<file path="config.mk">
export PLATFORM = sky130hd
export DESIGN_NAME = tbc_fifo
export DESIGN_NICKNAME = d
export VERILOG_FILES = /design/src/rtl/core/tbc_pkg.sv /design/src/rtl/core/tbc_fifo.sv
export SDC_FILE = /design/constraint.sdc
export NUM_CORES = 1
export LEC_CHECK = 0
export ABC_CLOCK_PERIOD_IN_PS = 7700
export BUFFER_PORTS_ARGS = -buffer_cell sky130_fd_sc_hd__buf_2
export CAP_MARGIN = 20
export CORE_MARGIN = 4
export CORE_UTILIZATION = 55
export CTS_CLUSTER_DIAMETER = 200
export CTS_CLUSTER_SIZE = 12
export DETAILED_ROUTE_END_ITERATION = 8
export PLACE_DENSITY_LB_ADDON = 0.08
export SETUP_SLACK_MARGIN = 0.02
export SLEW_MARGIN = 20
export SYNTH_ARGS = -nofsm -noshare
export SYNTH_HDL_FRONTEND = slang
export SYNTH_SLANG_ARGS = --single-unit
</file>
<file path="constraint.sdc">
create_clock -name i_clk -period 7.7 [get_ports i_clk]
set_input_delay 0.385 -clock i_clk [delete_from_list [all_inputs] [get_ports i_clk]]
set_output_delay 0.385 -clock i_clk [all_outputs]
set_load 0.01 [all_outputs]
</file>
<file path="src/rtl/core/tbc_pkg.sv">
// Package for the triangle barycentric weight block.
// Holds widths, pipeline depths, the structs passed between the stages and the clip helper.
package tbc_pkg;

    localparam int COORD_BITS       = 16;
    localparam int WEIGHT_FRAC_BITS = 12;
    localparam int NUM_COORDS       = 12;
    localparam int PROD_BITS        = 72;
    localparam int DIV_STEPS        = PROD_BITS + WEIGHT_FRAC_BITS;
    localparam int QUOT_BITS        = DIV_STEPS + 3;
    localparam int FIFO_DEPTH       = 4;
    localparam int FIFO_AW          = $clog2(FIFO_DEPTH);

    typedef struct packed {
        logic signed [PROD_BITS-1:0] den;
        logic signed [PROD_BITS-1:0] nv;
        logic signed [PROD_BITS-1:0] nw;
        logic                        degen;
    } t_fq;

    typedef struct packed {
        logic                        vld;
        logic [PROD_BITS-1:0]        den;
        logic [PROD_BITS-1:0]        v_rem;
        logic [DIV_STEPS-1:0]        v_num;
        logic [PROD_BITS-1:0]        w_rem;
        logic [DIV_STEPS-1:0]        w_num;
        logic                        v_neg;
        logic                        w_neg;
        logic                        degen;
    } t_div;

    typedef struct packed {
        logic [15:0] val;
        logic        clip;
    } t_sat;

    function automatic t_sat sat16(input logic signed [QUOT_BITS-1:0] x);
        t_sat s;
        if (x > QUOT_BITS'(32767)) begin
            s.val  = 16'h7fff;
            s.clip = 1'b1;
        end else if (x < -QUOT_BITS'(32768)) begin
            s.val  = 16'h8000;
            s.clip = 1'b1;
        end else begin
            s.val  = x[15:0];
            s.clip = 1'b0;
        end
        return s;
    endfunction

endpackage

</file>
<file path="src/rtl/core/tbc_fifo.sv">
// Short queue between the front and back pipelines.
// Depends on tbc_pkg for the item struct and depth.
module tbc_fifo (
    input  logic          i_clk,
    input  logic          i_rst_n,
    input  logic          i_push,
    input  tbc_pkg::t_fq  i_data,
    input  logic          i_pop,
    output tbc_pkg::t_fq  o_data,
    output logic          o_full,
    output logic          o_empty
);
    import tbc_pkg::*;

    t_fq                r_mem [FIFO_DEPTH];
    logic [FIFO_AW-1:0] r_wp;
    logic [FIFO_AW-1:0] r_rp;
    logic [FIFO_AW:0]   r_cnt;

    always_ff @(posedge i_clk) begin
        if (!i_rst_n) begin
            r_wp  <= '0;
            r_rp  <= '0;
            r_cnt <= '0;
        end else begin
            if (i_push) r_wp <= r_wp + 1'b1;
            if (i_pop)  r_rp <= r_rp + 1'b1;
            r_cnt <= r_cnt + (FIFO_AW+1)'(i_push) - (FIFO_AW+1)'(i_pop);
        end
    end

    always_ff @(posedge i_clk) begin
        if (i_push) r_mem[r_wp] <= i_data;
    end

    assign o_data  = r_mem[r_rp];
    assign o_full  = (r_cnt == (FIFO_AW+1)'(FIFO_DEPTH));
    assign o_empty = (r_cnt == '0);

endmodule

</file>
==> results.md, run 1 <==
* CP max stage cell: dfxtp_4
* Min Tclk post-route at 3.52 ns
* Synth top area cells: edfxtp_1 82%, mux4_2 15%, dfxtp_1 0.57%
* Slew @ Worst Pin at 1.03 ns
* Vias in the first global route at 15.7k
* Routed len/inst at 24.1 um
* Cell variety after synth at 19
* Asr flop ratio synth at 0
* Pleak at 13.2 nW
* Total CTS buffers at 83
* Critical Path Max Stage Delay at 0.95 ns
* Share of cells above drive strength 1 at 0.402
* Met3 usage at 0.0642
* Drt initial violations at 982
* Storage element area at 26300 um2
* Hold buffers post-CTS at 218
* Clock Sinks at 877
* DPL Wire Length at 37600 um
* Met2 global-route usage at 0.339
* Chip height at 248 um
* CP Cell Sequence: buf_12, mux4_2, buf_2
* Largest net degree at the start of global routing at 117
* Commonest cells post-synth: 868 x edfxtp_1, 217 x mux4_2, 24 x buf_2
* Clock tree from TritonCTS: built
* Post-synth top area cell: edfxtp_1
* Met1 Usage GRT at 0.284
* DR pass1 iterations at 4
* Final hold violation count at 0
* Sum Neg Setup Slack at 0 ns
* Maximum root-to-sink buffer count at 3
* Busiest grt layer: met2
* PD cells at 260 nW/um2
* Period utilization at 0.458
* Max-cap viol count at 0
* DRT Wirelength at 64300 um
* Grt ovf at 0
* Unrepaired setup endpoints after global routing: no
* Global-route wire length before repair at 95900 um
* Slew headroom at 0.315
* Fmax at 0.284 GHz
* Min-Delay Path Class: in -> reg
* Hold Slack at 0.124 ns
* DRC errors left at 0
* Final setup violation count at 0
* H-tree depth at 3
* Post-synthesis average cell area at 27.0 um2
* Kind of critical path: reg -> out
* Clock Skews at 0.0154 ns
* Area of the multi-input gates at 5130 um2
* Slew Viols, Final at 0
* Syn Nets at 1404
* CP max FO at 92
* Cells after synthesis at 1176
* Top Ports at 440
* Reg clk slew, reported paths at 0.06 ns
* YS warnings at 0
* Routed Antenna Nets at 0
* GP Congestion at 0.729
* Post-Syn Area at 31700 um2
* Area Overhead vs Synth at 23.5%
* Register area share after synthesis at 0.827
* Post-synth top area share at 0.822
* VDD IR-drop max at 0.244 mV
* CP endpoint kind: output pin
* Clock latency on the worst-skew pair at 0.61 ns
* WP data arrival at 3.14 ns
* Seq cells post-synth at 877
* Nets@finish at 2111
* # fillers at 3502
* Post-synth EDFFs at 868
* CTS Root Buffer Type: clkbuf_16
* Most numerous cell in the Yosys netlist: edfxtp_1
* Input/output buffers at 439
* # rows at 87
* Die W at 248 um
* Outcome: finished clean
* Die area at 61600 um2
* Core area at 56700 um2
* Post-CTS Setup Bufs at 0
* GRT Util Overall at 0.210
* Routed vias at 14.8k
* CTS resizes at 0
* Top_reg_cell synth: edfxtp_1
* Critical Path RT at 7.32 ns
* Crit start category: flip-flop
* Drt via density at 5.56
* Starting Density at 0.559
* Initial antenna violation count at 9
cell families (layout without fill, tap and decap cells):
| logic type | count (synthesis) | in the layout | share of synthesized area |
|---|---|---|---|
| DFF | 877 | 877 | 0.827 |
| muxes | 218 | 218 | 0.154 |
| buffers and inverters | 55 | 782 | 0.0112 |
| and+or+nand+nor | 14 | 14 | 0.00237 |
| adders and majority gates | 7 | 7 | 0.00300 |
| xor gates and xnor gates | 3 | 3 | 0.00130 |
| AOI/OAI and AO/OA | 2 | 2 | 0.000473 |
| other | 0 | 6 | 0 |
worst paths after layout:
path,slack (ns),depth (start not counted),startpoint,endpoint
worst min-delay path,0.12,3,i_pop,flip-flop
worst max-delay path,4.18,3,flip-flop,o_data[70]
worst min register to register,0.54,2,r_rp[0],flip-flop
worst max register to register,5.09,3,r_wp[0],r_mem[1][81]
per-stage QoR:
| step | power, mW | instance area [um2] | std cells | setup slack (ns) | utilization |
|---|---|---|---|---|---|
| after floorplan | 6.25 | 31700 | 1176 | 1.62 | - |
| after global placement | 6.62 | 34700 | 2336 | 4.71 | 0.612 |
| after detailed placement | 6.65 | 34700 | 2336 | 4.72 | 0.612 |
| after CTS | 10.3 | 39200 | 2659 | 4.04 | 0.691 |
| after global routing | 10.6 | 39200 | 2662 | 3.85 | 0.691 |
| final | 10.2 | 39200 | 2665 | 4.18 | 0.691 |
report_power, final:
group / switching [mW] / internal (mW) / leakage [nW]
Clock: 1.55 / 2.01 / 1.10
Combinational: 0.553 / 0.501 / 4.06
Sequential: 0.0692 / 5.49 / 8.05
Total: 2.17 / 8.01 / 13.2
worst max-delay path, delay by kind of cell, from the launching register on:
kind | cells | cell delay [ns]
muxes | 1 | 0.63
buffers and inverters | 2 | 0.80
DFF | 1 | 0.95
layout make-up:
cell class,count,area share
antenna,6,0.000383
clock buffer,103,0.0571
clock inverter,2,0.000511
inverter,7,0.000671
multi-input combinational,244,0.131
sequential,877,0.670
tap,756,0.0241
timing repair buffer,670,0.116
layer usage:
metal | vias up | part of all wire
met5 | - | 0.00099
li1 | 6491 | -
met3 | 108 | 0.087
met2 | 478 | 0.50
met4 | 8 | 0.025
met1 | 7733 | 0.39
sequential cells by signal (all words and copies together) (netlist names), named ones only:
| signal | count |
|---|---|
| r_wp | 2 |
| r_cnt | 3 |
| r_mem | 868 |
| r_rp | 2 |
cells in the final DEF, fill, tap and decap left out, types with 2 or more instances in the layout:
master | synthesis | final
xnor2_1 | 2 | 2
inv_1 | 7 | 7
diode_2 | 0 | 6
buf_2 | 24 | 439
and2_4 | 0 | 4
buf_4 | 0 | 7
mux4_2 | 217 | 217
clkbuf_1 | 0 | 16
buf_12 | 0 | 6
dlygate4sd3_1 | 0 | 218
nor2_1 | 5 | 5
ha_1 | 6 | 6
dfxtp_4 | 0 | 2
and2_1 | 6 | 2
edfxtp_1 | 868 | 868
clkbuf_16 | 0 | 87
dfxtp_1 | 9 | 7
Note: power is estimated with default switching activity, not from simulation.
==> run 2, diff against run 1 <==
--- a/config.mk
+++ b/config.mk
@@ -5,7 +5,8 @@
 export SDC_FILE = /design/constraint.sdc
 export NUM_CORES = 1
 export LEC_CHECK = 0
-export ABC_CLOCK_PERIOD_IN_PS = 7700
+export ABC_AREA = 1
+export ABC_CLOCK_PERIOD_IN_PS = 3500
 export BUFFER_PORTS_ARGS = -buffer_cell sky130_fd_sc_hd__buf_2
 export CAP_MARGIN = 20
 export CORE_MARGIN = 4
==> constraint.sdc (replaced) <==
create_clock -name i_clk -period 3.5 [get_ports i_clk]
set_input_delay 0.175 -clock i_clk [delete_from_list [all_inputs] [get_ports i_clk]]
set_output_delay 0.175 -clock i_clk [all_outputs]
set_load 0.01 [all_outputs]
==> results.md, run 2 <==
* Outcome: finished clean
* Vias in the first global route at 20.8k
* Slew @ Worst Pin at 0.886 ns
* YS warnings at 0
* Critical Path RT at 3.32 ns
* Grt ovf at 0
* Part of the power in registers at 0.543
* R2R Setup Slk at 1.45 ns
* DR pass1 iterations at 5
* Largest net degree at the start of global routing at 214
* Asr flop ratio synth at 0
* Slew Viols, Final at 0
* Pleak at 16.2 nW
* Sum Neg Setup Slack at 0 ns
* VDD IR-drop max at 0.472 mV
* Chip height at 259 um
* Routed len/inst at 18.2 um
* # fillers at 4489
* Die area at 66900 um2
* Post-synth top area share at 0.754
* Crit start category: flip-flop
* Cells after synthesis at 2587
* Routed vias at 21.2k
* Routed Antenna Nets at 0
* Max reg flops at 868
* Max-cap viol count at 0
* Top_reg_cell synth: edfxtp_1
* Clock Sinks at 877
* H-tree depth at 3
* GRT Util Overall at 0.217
* Area Overhead vs Synth at 21.2%
* Post-Route Utilization at 0.676
* Register area share after synthesis at 0.759
* WP data arrival at 2.47 ns
* Fmax at 0.378 GHz
* Share of cells above drive strength 1 at 0.181
* Core area at 61900 um2
* DP Area at 37400 um2
* CP max FO at 110
* Switching Share at 0.229
* Initial antenna violation count at 14
* DRT Wirelength at 74300 um
* Most common cell after layout, fill and taps aside: edfxtp_1
* Period utilization at 0.757
* DRC errors left at 0
* Final setup violation count at 0
* Post-synthesis average cell area at 13.4 um2
* GP Congestion at 0.769
* Reg clk slew, reported paths at 0.06 ns
* Regs by FF count: r_mem: 868 flops, r_cnt: 3 flops
* Top Ports at 440
* Seq cells post-synth at 877
* Reg2Reg Depth at 5
* Starting Density at 0.558
* Post-Syn Area at 34600 um2
* Slew headroom at 0.409
* Unrepaired setup endpoints after global routing: no
* Finished Cell Area at 41900 um2
* Biggest register: r_mem
* Syn Nets at 2815
* Maximum root-to-sink buffer count at 3
* Most numerous cell in the Yosys netlist: edfxtp_1
* # rows at 91
* Int Pwr at 17.2 mW
* Commonest cells post-synth: 868 x edfxtp_1, 449 x inv_1, 444 x nand2_1
* Post-synth EDFFs at 868
* Commonest non-fill, non-tap cells in the layout: 868 x edfxtp_1, 443 x inv_1, 441 x nand2_1
* Total CTS buffers at 83
* Placement Setup Slack at 1.40 ns
* Sw power at 5.12 mW
* Hold Slack at 0.309 ns
* Min-Delay Path Class: in -> reg
* Clk network pwr share at 0.351
* Crit path capture: o_data[59]
* Clock latency on the worst-skew pair at 0.62 ns
* DPL Wire Length at 44900 um
* CTS Root Buffer Type: clkbuf_16
* Reg-to-reg startpoint: r_wp[1]
* Comb power frac at 0.106
* Final worst setup slack at 0.852 ns
* Kind of critical path: reg -> out
* Post-synth top area cell: edfxtp_1
* Cell variety after synth at 16
* Min Tclk post-route at 2.65 ns
* Clock Skews at 0.0115 ns
* R2R Path End: r_mem[1][175]
* Drt via density at 5.18
* Post-CTS Setup Bufs at 0
* Clock tree from TritonCTS: built
* Synth top area cells: edfxtp_1 75%, inv_1 4.9%, nand2_1 4.8%
* Die W at 259 um
* Final hold violation count at 0
* Input/output buffers at 439
* CP endpoint kind: output pin
* Drt initial violations at 1441
* Nets@finish at 3455
* PD cells at 533 nW/um2
* Global-route wire length before repair at 114000 um
-- run 2: routing by layer --
layer / track usage / share of wire / up-vias
li1: - / - / 10300
met1: 0.284 / 0.41 / 10200
met2: 0.368 / 0.50 / 590
met3: 0.0412 / 0.056 / 144
met4: 0.0765 / 0.032 / 6
met5: 0 / 0.00044 / -
-- run 2: power groups by stage --
stage | registers (mW) | logic, mW | clock network (mW)
global route | 12.2 | 2.60 | 8.46
floorplan | 12.4 | 1.24 | 0
global placement | 12.3 | 2.13 | 0
CTS | 12.1 | 2.40 | 8.03
detailed placement | 12.3 | 2.17 | 0
finish | 12.1 | 2.37 | 7.83
-- run 2: critical path: stages (launching register included) --
cell	delay (ns)
dfxtp_4	0.75
buf_12	0.42
a21oi_1	0.10
o21ai_0	0.11
nand2_1	0.13
buf_2	0.17
-- run 2: layout make-up --
| class | instances | area (um2) | area share |
|---|---|---|---|
| Inverter | 449 | 1700 | 0.0406 |
| Clock inverter | 6 | 70.1 | 0.00167 |
| Clock buffer | 94 | 2160 | 0.0516 |
| Timing Repair Buffer | 700 | 4970 | 0.119 |
| Tap cell | 837 | 1050 | 0.0250 |
| Multi-Input combinational cell | 1116 | 5650 | 0.135 |
| Sequential cell | 877 | 26300 | 0.627 |
| Antenna cell | 10 | 25.0 | 0.000598 |
-- run 2: kinds of logic after synthesis --
kind of cell               Yosys count  share of synthesized area
and+or+nand+nor                    448                     0.0487
DFF                                877                      0.759
AOI/OAI and AO/OA                  661                      0.111
buffers and inverters              594                     0.0776
adders and majority gates            7                    0.00275
-- run 2: stage by stage --
stage,std cells,power (mW)
global route,4087,23.2
global placement,3758,14.5
floorplan,2587,13.6
CTS,4079,22.6
finish,4089,22.3
detailed placement,3758,14.5
-- run 2: repair_timing --
action | 4_1_cts | 5_1_grt
hold endpoints to repair | 877 | 0
resized for setup | 0 | 0
hold buffers | 221 | 0
-- run 2: worst min path at each step --
stage,start,to,cells after the start
finish,i_data[202],r_mem[0][202],2
global route,i_data[26],r_mem[2][26],2
CTS,i_data[152],r_mem[2][152],2
detailed placement,i_data[58],r_mem[2][58],1
global placement,i_data[49],r_mem[0][49],1
floorplan,i_pop,flip-flop,1
==> run 3, diff against run 2 <==
--- a/config.mk
+++ b/config.mk
@@ -6,7 +6,7 @@
 export NUM_CORES = 1
 export LEC_CHECK = 0
 export ABC_AREA = 1
-export ABC_CLOCK_PERIOD_IN_PS = 3500
+export ABC_CLOCK_PERIOD_IN_PS = 2500
 export BUFFER_PORTS_ARGS = -buffer_cell sky130_fd_sc_hd__buf_2
 export CAP_MARGIN = 20
 export CORE_MARGIN = 4
==> constraint.sdc (replaced) <==
create_clock -name i_clk -period 2.5 [get_ports i_clk]
set_input_delay 0.125 -clock i_clk [delete_from_list [all_inputs] [get_ports i_clk]]
set_output_delay 0.125 -clock i_clk [all_outputs]
set_load 0.01 [all_outputs]
==> results.md, run 3 (synthesis results as in run 2) <==
* Max reg flops at 868
* GP Congestion at 0.774
* DRC errors left at 0
* Clock Sinks at 877
* Vias in the first global route at 20.7k
* Clock tree from TritonCTS: built
* DRT Wirelength at 73900 um
* Critical Path RT at 2.38 ns
* Crit start category: flip-flop
* Input/output buffers at 439
* Initial antenna violation count at 9
* Period utilization at 0.925
* Total CTS buffers at 83
* PD cells at 742 nW/um2
* Routed Antenna Nets at 0
* Routed vias at 21.2k
* Final setup violation count at 0
* # rows at 91
* Min-Delay Path Class: in -> reg
* DR pass1 iterations at 5
* Grt ovf at 0
* Slew Viols, Final at 0
* Reg clk slew, reported paths at 0.06 ns
* Maximum root-to-sink buffer count at 3
* Max-cap viol count at 0
* Unrepaired setup endpoints after global routing: no
* Share of cells above drive strength 1 at 0.180
* Final hold violation count at 0
* Clock latency on the worst-skew pair at 0.62 ns
* # fillers at 4417
* Placed cells at 3759
* Top Ports at 440
* Die area at 66900 um2
* Clock Skews at 0.0279 ns
* Global-route wire length before repair at 114000 um
* Routed len/inst at 18.1 um
* Final worst setup slack at 0.187 ns
* Fmax at 0.432 GHz
* VDD IR-drop max at 0.696 mV
* Nets@finish at 3456
* Most common cell after layout, fill and taps aside: edfxtp_1
* Regs by FF count: r_mem: 868 flops, r_cnt: 3 flops
* Commonest non-fill, non-tap cells in the layout: 868 x edfxtp_1, 443 x inv_1, 441 x nand2_1
* H-tree depth at 3
* CP endpoint kind: output pin
* CTS Root Buffer Type: clkbuf_16
* Starting Density at 0.558
* GRT Util Overall at 0.217
* DPL Wire Length at 43900 um
* Post-Route Utilization at 0.678
* Min Tclk post-route at 2.31 ns
* CP max FO at 168
* Post-CTS Setup Bufs at 0
* Biggest register: r_mem
* Slew @ Worst Pin at 0.630 ns
* Fin cells at 4085
* Drt via density at 5.18
* Kind of critical path: reg -> out
* Slew headroom at 0.580
* Drt initial violations at 1636
* Area Overhead vs Synth at 21.5%
* Outcome: finished clean
* Chip height at 259 um
* WP data arrival at 2.19 ns
* Die W at 259 um
* Pleak at 16.3 nW
* Largest net degree at the start of global routing at 169
* Core area at 61900 um2
* Hold Slack at 0.264 ns
* Placement Setup Slack at 0.801 ns
[run 3: final timing paths]
path	start	cells past startpoint	to	slack, ns
setup / recovery	flip-flop	5	o_data[15]	0.19
hold / removal	i_data[16]	2	r_mem[0][16]	0.26
setup reg to reg	r_cnt[0]	7	r_cnt[2]	0.77
hold reg to reg	r_rp[1]	2	flip-flop	0.46
[run 3: metal layers]
metal  up-vias  GRT usage  wire length (um)
met5         -          0                26
met4         4     0.0690              1730
met3        97     0.0388              4310
met2       546      0.377             37500
met1     10200      0.281             30300
li1      10300          -                 -
[run 3: where the power goes]
group	internal, mW	switching (mW)	total, mW
Sequential	16.8	0.152	17.0
Combinational	1.24	2.12	3.35
Clock	6.03	4.78	10.8
[run 3: per-stage QoR]
stage          cell area (um2)  power, mW  TNS (ns)
6_report                 42000       31.1         0
3_3_place_gp             37500       20.3         0
4_1_cts                  41900       31.5         0
3_5_place_dp             37500       20.4         0
5_1_grt                  42000       32.5         0
2_1_floorplan            34600       19.1  -1498.63
[run 3: final cells by class]
| class | count | area, um2 | area share |
|---|---|---|---|
| timing repair buffer | 701 | 5110 | 0.122 |
| antenna | 8 | 20.0 | 0.000477 |
| inverter | 449 | 1700 | 0.0405 |
| tap | 837 | 1050 | 0.0250 |
| clock buffer | 94 | 2160 | 0.0515 |
| multi-input combinational | 1116 | 5650 | 0.135 |
| sequential | 877 | 26300 | 0.626 |
| clock inverter | 3 | 28.8 | 0.000686 |
[run 3: critical path: stages, from the launching register on]
cell      delay [ns]
dfxtp_4         0.49
buf_16          0.42
nand2_1         0.14
o211ai_1        0.11
nand2_1         0.11
buf_2           0.16
[run 3: repair_timing]
action	in CTS	in global routing
endpoints found under the setup margin	0	2
hold buffers	221	0
gates resized for setup	0	1
hold endpoints to repair	877	0
